## config.mk

```make
export PLATFORM = sky130hd
export DESIGN_NAME = lfe_cfg
export DESIGN_NICKNAME = d
export VERILOG_FILES = /design/src/rtl/lax_friedrichs_lin_euler_flux_defines.svh /design/src/rtl/lfe_pkg.sv /design/src/rtl/lfe_cfg.sv
export SDC_FILE = /design/constraint.sdc
export NUM_CORES = 1
export LEC_CHECK = 0
export ABC_AREA = 1
export ABC_CLOCK_PERIOD_IN_PS = 7060
export BUFFER_PORTS_ARGS = -buffer_cell sky130_fd_sc_hd__buf_4
export CORE_ASPECT_RATIO = 1.4
export CORE_MARGIN = 2
export CORE_UTILIZATION = 42
export DETAILED_ROUTE_END_ITERATION = 10
export PLACE_DENSITY = 0.68
export SYNTH_ARGS = -nofsm -noshare
export SYNTH_HDL_FRONTEND = slang
export SYNTH_SLANG_ARGS = --single-unit
```

## constraint.sdc

```tcl
create_clock -name clk -period 7.06 [get_ports clk]
set_input_delay 1.412 -clock clk [delete_from_list [all_inputs] [get_ports clk]]
set_output_delay 1.412 -clock clk [all_outputs]
set_load 0.03 [all_outputs]
```

## src/rtl/lax_friedrichs_lin_euler_flux_defines.svh

```systemverilog
// Assertion macros shared by the flux unit RTL.
`ifndef LAX_FRIEDRICHS_LIN_EULER_FLUX_DEFINES_SVH
`define LAX_FRIEDRICHS_LIN_EULER_FLUX_DEFINES_SVH

// Check a consequent in the same cycle as its antecedent.
`define LFE_ASSERT_SAME(lbl, ck, rn, ante, cons, msg) \
  lbl: assert property (@(posedge ck) disable iff (!rn) (ante) |-> (cons)) \
    else $error(msg);

// Check a consequent in the cycle after its antecedent.
`define LFE_ASSERT_NEXT(lbl, ck, rn, ante, cons, msg) \
  lbl: assert property (@(posedge ck) disable iff (!rn) (ante) |=> (cons)) \
    else $error(msg);

`endif

```

## src/rtl/lfe_pkg.sv

```systemverilog
// Types, constants and fixed-point helpers for the Lax-Friedrichs flux unit.
package lfe_pkg;

  localparam int NUM_FIELDS = 4;
  localparam int DIV_LAT    = 34;
  localparam int BACK_LAT   = 7;
  localparam int LAT        = DIV_LAT + BACK_LAT;
  localparam int SOUND_W    = 24;

  localparam int F_RHO = 0;
  localparam int F_P   = 1;
  localparam int F_U   = 2;
  localparam int F_V   = 3;

  localparam logic [2:0] REG_MEAN_DENSITY  = 3'd0;
  localparam logic [2:0] REG_MEAN_PRESSURE = 3'd1;
  localparam logic [2:0] REG_MEAN_VEL_X    = 3'd2;
  localparam logic [2:0] REG_MEAN_VEL_Y    = 3'd3;
  localparam logic [2:0] REG_HEAT_RATIO    = 3'd4;

  localparam logic [30:0] RST_MEAN_DENSITY  = 31'd65536;
  localparam logic [30:0] RST_MEAN_PRESSURE = 31'd520127;
  localparam logic [31:0] RST_MEAN_VEL      = 32'd0;
  localparam logic [18:0] RST_HEAT_RATIO    = 19'd91750;

  typedef logic signed [31:0] q_t;
  typedef logic signed [63:0] prod_t;
  typedef logic signed [65:0] wide_t;

  typedef struct packed {
    logic               busy;
    q_t                 pg;
    logic [SOUND_W-1:0] sound;
  } cfg_status_t;

  localparam q_t Q_MAX = 32'sh7FFFFFFF;
  localparam q_t Q_MIN = 32'sh80000000;

  function automatic q_t sat32(input wide_t x);
    if (x > 66'sd2147483647) begin
      return Q_MAX;
    end else if (x < -66'sd2147483648) begin
      return Q_MIN;
    end
    return x[31:0];
  endfunction

  function automatic prod_t mul_full(input q_t a, input q_t b);
    return 64'(a) * 64'(b);
  endfunction

  // Round half up, then saturate.
  function automatic q_t qmul(input prod_t p);
    wide_t t;
    t = (66'(p) + 66'sd32768) >>> 16;
    return sat32(t);
  endfunction

  function automatic q_t qadd(input q_t a, input q_t b);
    return sat32(66'(a) + 66'(b));
  endfunction

  function automatic q_t qsub(input q_t a, input q_t b);
    return sat32(66'(a) - 66'(b));
  endfunction

  function automatic q_t lmax_of(input q_t un, input logic [SOUND_W-1:0] c);
    wide_t u;
    wide_t a;
    u = 66'(un);
    a = (u < 0) ? -u : u;
    return sat32(a + 66'($signed({1'b0, c})));
  endfunction

  function automatic q_t half_sat(input logic signed [33:0] s);
    wide_t t;
    t = (66'(s) + 66'sd1) >>> 1;
    return sat32(t);
  endfunction

endpackage

```

## src/rtl/lfe_cfg.sv

```systemverilog
// Sequencer deriving gamma*p and the sound speed from the mean-flow registers.
module lfe_cfg import lfe_pkg::*; (
  input  logic        clk,
  input  logic        rst_n,
  input  logic        kick,
  input  logic [30:0] rho,
  input  logic [30:0] pres,
  input  logic [18:0] gamma,
  output cfg_status_t status
);

  localparam logic [2:0] ST_IDLE  = 3'd0;
  localparam logic [2:0] ST_LOAD  = 3'd1;
  localparam logic [2:0] ST_MUL   = 3'd2;
  localparam logic [2:0] ST_ROUND = 3'd3;
  localparam logic [2:0] ST_DIV   = 3'd4;
  localparam logic [2:0] ST_SETUP = 3'd5;
  localparam logic [2:0] ST_SQRT  = 3'd6;

  localparam logic [5:0] MUL_LAST  = 6'd18;
  localparam logic [5:0] DIV_LAST  = 6'd47;
  localparam logic [5:0] SQRT_LAST = 6'd23;

  logic [2:0]  state_r, state_nxt;
  logic [5:0]  cnt_r, cnt_nxt;
  logic [49:0] acc_r, mcand_r;
  logic [18:0] mplier_r;
  logic [47:0] num_r, quo_r;
  logic [31:0] rem_r;
  logic [47:0] sq_v_r, sq_res_r, sq_bit_r;
  q_t          pg_r;
  logic [SOUND_W-1:0] sound_r;

  logic [50:0] rnd;
  logic [34:0] rnd_sh;
  logic [32:0] dtrial;
  logic        dtake;
  logic [47:0] sq_sum;
  logic [30:0] ratio;

  assign rnd    = {1'b0, acc_r} + 51'd32768;
  assign rnd_sh = rnd[50:16];
  assign dtrial = {rem_r, num_r[47]};
  assign dtake  = (dtrial >= {2'b00, rho});
  assign sq_sum = sq_res_r + sq_bit_r;
  assign ratio  = (quo_r[47:31] != '0) ? 31'h7FFFFFFF : quo_r[30:0];

  always_comb begin
    state_nxt = state_r;
    cnt_nxt   = cnt_r;
    case (state_r)
      ST_IDLE:  state_nxt = ST_IDLE;
      ST_LOAD: begin
        state_nxt = ST_MUL;
        cnt_nxt   = '0;
      end
      ST_MUL: begin
        cnt_nxt = cnt_r + 6'd1;
        if (cnt_r == MUL_LAST) begin
          state_nxt = ST_ROUND;
        end
      end
      ST_ROUND: begin
        state_nxt = ST_DIV;
        cnt_nxt   = '0;
      end
      ST_DIV: begin
        cnt_nxt = cnt_r + 6'd1;
        if (cnt_r == DIV_LAST) begin
          state_nxt = ST_SETUP;
        end
      end
      ST_SETUP: begin
        state_nxt = ST_SQRT;
        cnt_nxt   = '0;
      end
      ST_SQRT: begin
        cnt_nxt = cnt_r + 6'd1;
        if (cnt_r == SQRT_LAST) begin
          state_nxt = ST_IDLE;
        end
      end
      default: state_nxt = ST_IDLE;
    endcase
    if (kick) begin
      state_nxt = ST_LOAD;
    end
  end

  always_ff @(posedge clk) begin
    if (!rst_n) begin
      state_r <= ST_LOAD;
      cnt_r   <= '0;
    end else begin
      state_r <= state_nxt;
      cnt_r   <= cnt_nxt;
    end
  end

  always_ff @(posedge clk) begin
    case (state_r)
      ST_LOAD: begin
        acc_r    <= '0;
        mcand_r  <= {19'd0, pres};
        mplier_r <= gamma;
      end
      ST_MUL: begin
        acc_r    <= mplier_r[0] ? acc_r + mcand_r : acc_r;
        mcand_r  <= {mcand_r[48:0], 1'b0};
        mplier_r <= {1'b0, mplier_r[18:1]};
      end
      ST_ROUND: begin
        pg_r  <= (rnd_sh[34:31] != '0) ? Q_MAX : {1'b0, rnd_sh[30:0]};
        num_r <= {((rnd_sh[34:31] != '0) ? 32'h7FFFFFFF : {1'b0, rnd_sh[30:0]}), 16'd0};
        rem_r <= '0;
        quo_r <= '0;
      end
      ST_DIV: begin
        rem_r <= dtake ? 32'(dtrial - {2'b00, rho}) : dtrial[31:0];
        num_r <= {num_r[46:0], 1'b0};
        quo_r <= {quo_r[46:0], dtake};
      end
      ST_SETUP: begin
        sq_v_r   <= {1'b0, ratio, 16'd0};
        sq_res_r <= '0;
        sq_bit_r <= 48'h1 << 46;
      end
      ST_SQRT: begin
        if (sq_v_r >= sq_sum) begin
          sq_v_r   <= sq_v_r - sq_sum;
          sq_res_r <= {1'b0, sq_res_r[47:1]} + sq_bit_r;
        end else begin
          sq_res_r <= {1'b0, sq_res_r[47:1]};
        end
        sq_bit_r <= {2'b00, sq_bit_r[47:2]};
        if (cnt_r == SQRT_LAST) begin
          sound_r <= (sq_v_r >= sq_sum) ?
                     SOUND_W'({1'b0, sq_res_r[47:1]} + sq_bit_r) :
                     SOUND_W'({1'b0, sq_res_r[47:1]});
        end
      end
      default: begin
        acc_r <= acc_r;
      end
    endcase
  end

  assign status.busy  = (state_r != ST_IDLE);
  assign status.pg    = pg_r;
  assign status.sound = sound_r;

endmodule

```

; Word level (Yosys, flattened, before mapping)
; Index checks and enable logic that the tools add are counted.
[word_totals]
inputBits = 84
reg_bits = 456
elab_cells = 72
out_inout_bits = 57
[classes]
n_mux = 21
n_lt_le_gt_ge = 2
n_reduce_logical = 14
n_bitwise = 1
add_sub_neg = 7
eq_ne = 14
[op_table]
columns = cell, count
row1 = case mux 48 bit (2 select lines), 5
row2 = case mux 50 bit (2 select lines), 2
row3 = two-way mux 48 bit, 2
row4 = case mux 32 bit (2 select lines), 1
row5 = two-way mux 31 bit, 2
row6 = adder 50 x 16 -> 51 bit (second input constant), 1
row7 = adder 50 bit, 1
row8 = two-way mux 50 bit, 1
row9 = adder 47 x 48 -> 48 bit, 1
row10 = adder 48 bit, 1
row11 = greater-or-equal comparator 48 bit, 1
row12 = subtractor 48 bit, 1
row13 = case mux 19 bit (2 select lines), 1
row14 = greater-or-equal comparator 33 x 31 -> 1 bit, 1
row15 = two-way mux 32 bit, 1
row16 = subtractor 32 x 31 -> 32 bit, 1
row17 = two-way mux 24 bit, 1
row18 = case mux 3 bit (6 select lines), 1
row19 = nonzero test 17 bit, 1
row20 = equality test 6 x 5 -> 1 bit (second input constant), 2
row21 = case mux 6 bit (2 select lines), 1
row22 = != test 2 bit (second input constant), 5
row23 = equality test 3 bit (second input constant), 3
row24 = two-way mux 3 bit, 3
row25 = 12 further kinds, 19

; Depth between registers and ports, before layout
[depth]
depth_word = 4
mapped_depth = 27
depth_no_buf = 26

; Worst setup path after synthesis
; No wires, ideal clock.
[synth_path]
path_type = register -> register
start = register state_r[0]
end = register num_r[16] (enable)
setup_slack_ns = 2.131
synth_period_minus_slack_ns = 4.929
n_path_buf = 0
stages_incl_launch_ff = 7
required_ns = 6.585
setup_time_ns = 0.475
arrival_ns = 4.454
path_cell_list = dfxtp_1 -> inv_1 -> nor2_1 -> inv_1 -> nor2_1 -> inv_1 -> nand2_1
[synth_between]
elab_chain_cells = 2
elab_cells_between_ends = 3
cone_classes = eq/ne (2) / reduce/logical (1)
[synth_lines]
columns = item, line
row1 = from (decl), lfe_cfg.sv:24  ; logic [2:0] state_r, state_nxt;
row2 = from (signal assigned), lfe_cfg.sv:95  ; state_r <= state_nxt;
row3 = equality test 3 x 2 -> 1 bit / equality test 3 bit (equally long branches), lfe_cfg.sv:101  ; case (state_r)
row4 = nonzero test 2 bit (no line) *, --
row5 = to (signal assigned), lfe_cfg.sv:114  ; num_r <= {((rnd_sh[34:31] != '0) ? 32'h7FFFFFFF : {1'b0, rnd_sh[30:0]}), 16'd0};
row6 = to (signal assigned), lfe_cfg.sv:120  ; num_r <= {num_r[46:0], 1'b0};
row7 = to (decl), lfe_cfg.sv:28  ; logic [47:0] num_r, quo_r;
; Mark *: on every way between the ends. The rest lies on a longest branch, timed or not.
; A chain may end at the register's enable or synchronous reset.

; Final worst setup path
[layout_path]
start = register sq_res_r[12]
end = register sq_v_r[31] (enable)
[layout_between]
elab_chain_cells = 4
[layout_lines]
columns = item, line
row1 = from (decl), lfe_cfg.sv:30  ; logic [47:0] sq_v_r, sq_res_r, sq_bit_r;
row2 = from (signal assigned), lfe_cfg.sv:131  ; sq_res_r <= {1'b0, sq_res_r[47:1]} + sq_bit_r;
row3 = from (signal assigned), lfe_cfg.sv:133  ; sq_res_r <= {1'b0, sq_res_r[47:1]};
row4 = adder 48 bit, lfe_cfg.sv:45  ; assign sq_sum = sq_res_r + sq_bit_r;
row5 = greater-or-equal comparator 48 bit, lfe_cfg.sv:129  ; if (sq_v_r >= sq_sum) begin
row6 = != test 2 bit (no line), --
row7 = AND reduction 2 bit (no line), --
row8 = to (signal assigned), lfe_cfg.sv:124  ; sq_v_r <= {1'b0, ratio, 16'd0};
row9 = to (signal assigned), lfe_cfg.sv:130  ; sq_v_r <= sq_v_r - sq_sum;
row10 = to (decl), lfe_cfg.sv:30
; No other way between the ends.

==> flow_summary_export.csv <==
group,metric,value,unit
global_route,grt_max_degree,84,
synthesis,syn_area_per_cell,6.85,sq um
critical_path,crit_fanout,48,
critical_path,critPathMaxStageDelay,0.58,ns
power,power,6720,uW
synthesis,yosys_warnings,0,
timing,hold_viol,0,
timing,setup_ws,1.54,ns
synthesis,synth.cell_area,32900,sq um
clocking,cts_tree,"built",
timing,worst_pin_slew,1.24,ns
finish,final_area,36700,sq um
finish,layout-drive-gt1-share,5.98,%
run_status,status,"complete, no violations",
floorplanning,io_pins,141,
timing,setup_tns,0,ns
timing,relSlewSlack,17.5,%
synthesis,synth_edf_count,406,
synthesis,yosys.cell_types.count,52,
critical_path,worstPathArrival,5.77,ns
global_route,grt_pass1_vias,29400,
critical_path,cp_top_family,"simple AND/OR/NAND/NOR gates",
routing,wl,105,mm
floorplanning,dieArea,80700,sq um
critical_path,critical_path_class,"register to register",
placement,io_buffers,139,
synthesis,ys.flop_type,"edfxtp_1",
clocking,ctsHoldBuffers,0,
power,peakVddDrop,194,uV
synthesis,ys_ff_latch,415,
floorplanning,initial_utilization,42.4,%
power,p_leak,0.0171,uW
floorplanning,core_area,77700,sq um
timing,fin_crit_sh,78.2,%
timing,fmax,0.181,GHz
routing,viasPerCell,5.09,
clocking,root_buffer,"clkbuf_16",
clocking,cts_sinks,415,
power,powerDensity,183,nW/um^2
floorplanning,chipHeight,335,um
timing,rsz0062_at_grt,"false",
clocking,postCtsSetupBuffers,0,
routing,drc,0,
timing,maxSlewViolCount,0,
timing,fin_worst_skew,0.0183,ns
critical_path,cp_cell_sequence,"ha_1 > nand2_1 > nor2_1 > nand2_1 > o21ai_0 > nand2_1 > nand2_1 > nand2_1 > nand3_1 > xnor2_1 > ha_1 > nand2_1 > nor2_4 > nand2_2 > nor2_4 > nand3_2 > nand4_4 > nand2_2 > nand2_2 > buf_4",
routing,vias,30600,
routing,postRouteAntennaNets,0,
critical_path,crit_top_cell,"nand2_1",
routing,wl_per_cell,17.5,um
synthesis,syn_nets,5075,
clocking,clock_latency,0.62,ns
synthesis,yosysTopAreaCellShare,37.0,%
placement,hpwl,83.9,mm
global_route,antenna_found_initial,0,
global_route,grt_pass1_wl,162,mm
finish,final_cell_mix,"1576 x nand2_1, 744 x inv_1, 658 x nor2_1",
timing,finalSetupViolCount,0,
global_route,track_usage,26.0,%
clocking,clock_path_buffers,3,
global_route,grt_overflow_total,0,
finish,final_common_cell,"nand2_1",
clocking,postCtsResizedCells,0,
timing,layout_min_cycle_time,5.52,ns
routing,firstDrtPassIters,6,
floorplanning,die_w,241,um
synthesis,synth_cells,4807,
floorplanning,row_count,121,
critical_path,critPathLaunchType,"register",
placement,place_congestion,0.985,
clocking,cts_made_buffers,46,
routing,drt_first_iter_violations,2256,
critical_path,worstSetupEndpointType,"register",
placement,dp_slack,1.63,ns
finish,fin_util,47.2,%
finish,syn_to_final_growth,11.3,%
clocking,path_clk_slew,0.06,ns
flow_run,cap_violations,0,
synthesis,synthArstFlopShare,0,%
clocking,htreeDepth,2,
finish,antenna_cells,0,
synthesis,synth_largest_area_cell,"edfxtp_1",
placement,place_area,35100,sq um
critical_path,crit_required,7.31,ns
critical_path,cpMaxStageDelayCell,"o21ai_0",
critical_path,worst-path-buf-inv,1,
finish,nets,5199,
synthesis,yosysSeqAreaShare,37.6,%
synthesis,synth_area_leaders,"edfxtp_1 37%, nand2_1 18%, inv_1 8.5%",
worst_hold_path,hp-class,"register to register",
final timing paths:
path	startpoint	end	slack (ns)	cells after the start
max reg2reg	sq_res_r[12]	sq_v_r[31]	1.54	20
min reg2reg	cnt_r[4]	cnt_r[4]	0.48	2
min	cnt_r[4]	cnt_r[4]	0.48	2
max	sq_res_r[12]	sq_v_r[31]	1.54	20
cell usage after synthesis (9+ instances only):
master    number
nand2_1     1582
inv_1        745
nor2_1       662
edfxtp_1     406
a21oi_1      266
nand3_1      257
o21ai_0      199
ha_1         181
xor2_1        72
nand4_1       70
nor3_1        51
clkbuf_1      46
xnor2_1       42
o21bai_1      24
nand3_2       17
a21o_1        16
buf_2         16
o21a_1        15
o21ai_1       15
nand3b_1      10
a31oi_1        9
dfxtp_1        9
inv_2          9
nand2_2        9
final cells by class:
| cell class | count | area [sq um] |
|---|---|---|
| fillers | 8045 | 41000 |
| multi-input cells | 3558 | 17400 |
| repair buffers | 155 | 1160 |
| inverters | 755 | 2830 |
| clock inverters | 29 | 300 |
| clock buffers | 57 | 1260 |
| well taps | 1045 | 1310 |
| flip-flops and latches | 415 | 12400 |
routing by layer:
| layer | vias up | routed length [um] | track usage [%] |
|---|---|---|---|
| met4 | 0 | 6830 | 15.1 |
| met5 | - | 0 | 0 |
| met3 | 258 | 4090 | 2.51 |
| li1 | 15700 | - | - |
| met2 | 829 | 54200 | 47.8 |
| met1 | 13800 | 40200 | 28.8 |
worst register-to-register path, cell delays in order (launching register included):
cell and delay [ns]:
edfxtp_1 0.54, ha_1 0.46, nand2_1 0.14, nor2_1 0.20, nand2_1 0.07, o21ai_0 0.58, nand2_1 0.10, nand2_1 0.16
nand2_1 0.08, nand3_1 0.10, xnor2_1 0.12, ha_1 0.42, nand2_1 0.17, nor2_4 0.16, nand2_2 0.09, nor2_4 0.14
nand3_2 0.34, nand4_4 0.26, nand2_2 0.27, nand2_2 0.15, buf_4 0.57
state kept, by name, summed over array words and instances, names as in the netlist, 31 cells and up:
register	cells
num_r	32
pg_r	31
sq_v_r	48
quo_r	48
acc_r	50
sq_res_r	48
rem_r	32
mcand_r	50
kinds of logic (layout without fill, tap and decap cells):
kind of cell,Yosys count,after routing,share of synthesized area (%)
flip-flops,415,415,37.6
AND/OR/NAND/NOR,2692,2692,33.3
adder cells (fa/ha/maj),184,184,7.06
buffers and inverters,834,996,9.74
AO/OA/AOI/OAI,567,567,9.30
other,1,1,0.0114
XOR/XNOR,114,114,3.03
where the power goes:
group          internal, uW  total (uW)  switching [uW]  leakage (uW)
Clock                  1460        2560            1110      0.000753
Combinational           372        1200             832        0.0125
Sequential             2850        2950             105       0.00389
Total                  4680        6720            2040        0.0171
through the flow:
step	cells	hold slack [ns]
CTS	6014	0.479
detailed placement	5928	0.471
floorplan	4807	0.452
global placement	5928	0.472
finish	6014	0.478
global route	6014	0.516
(Power assumes the default switching activity.)
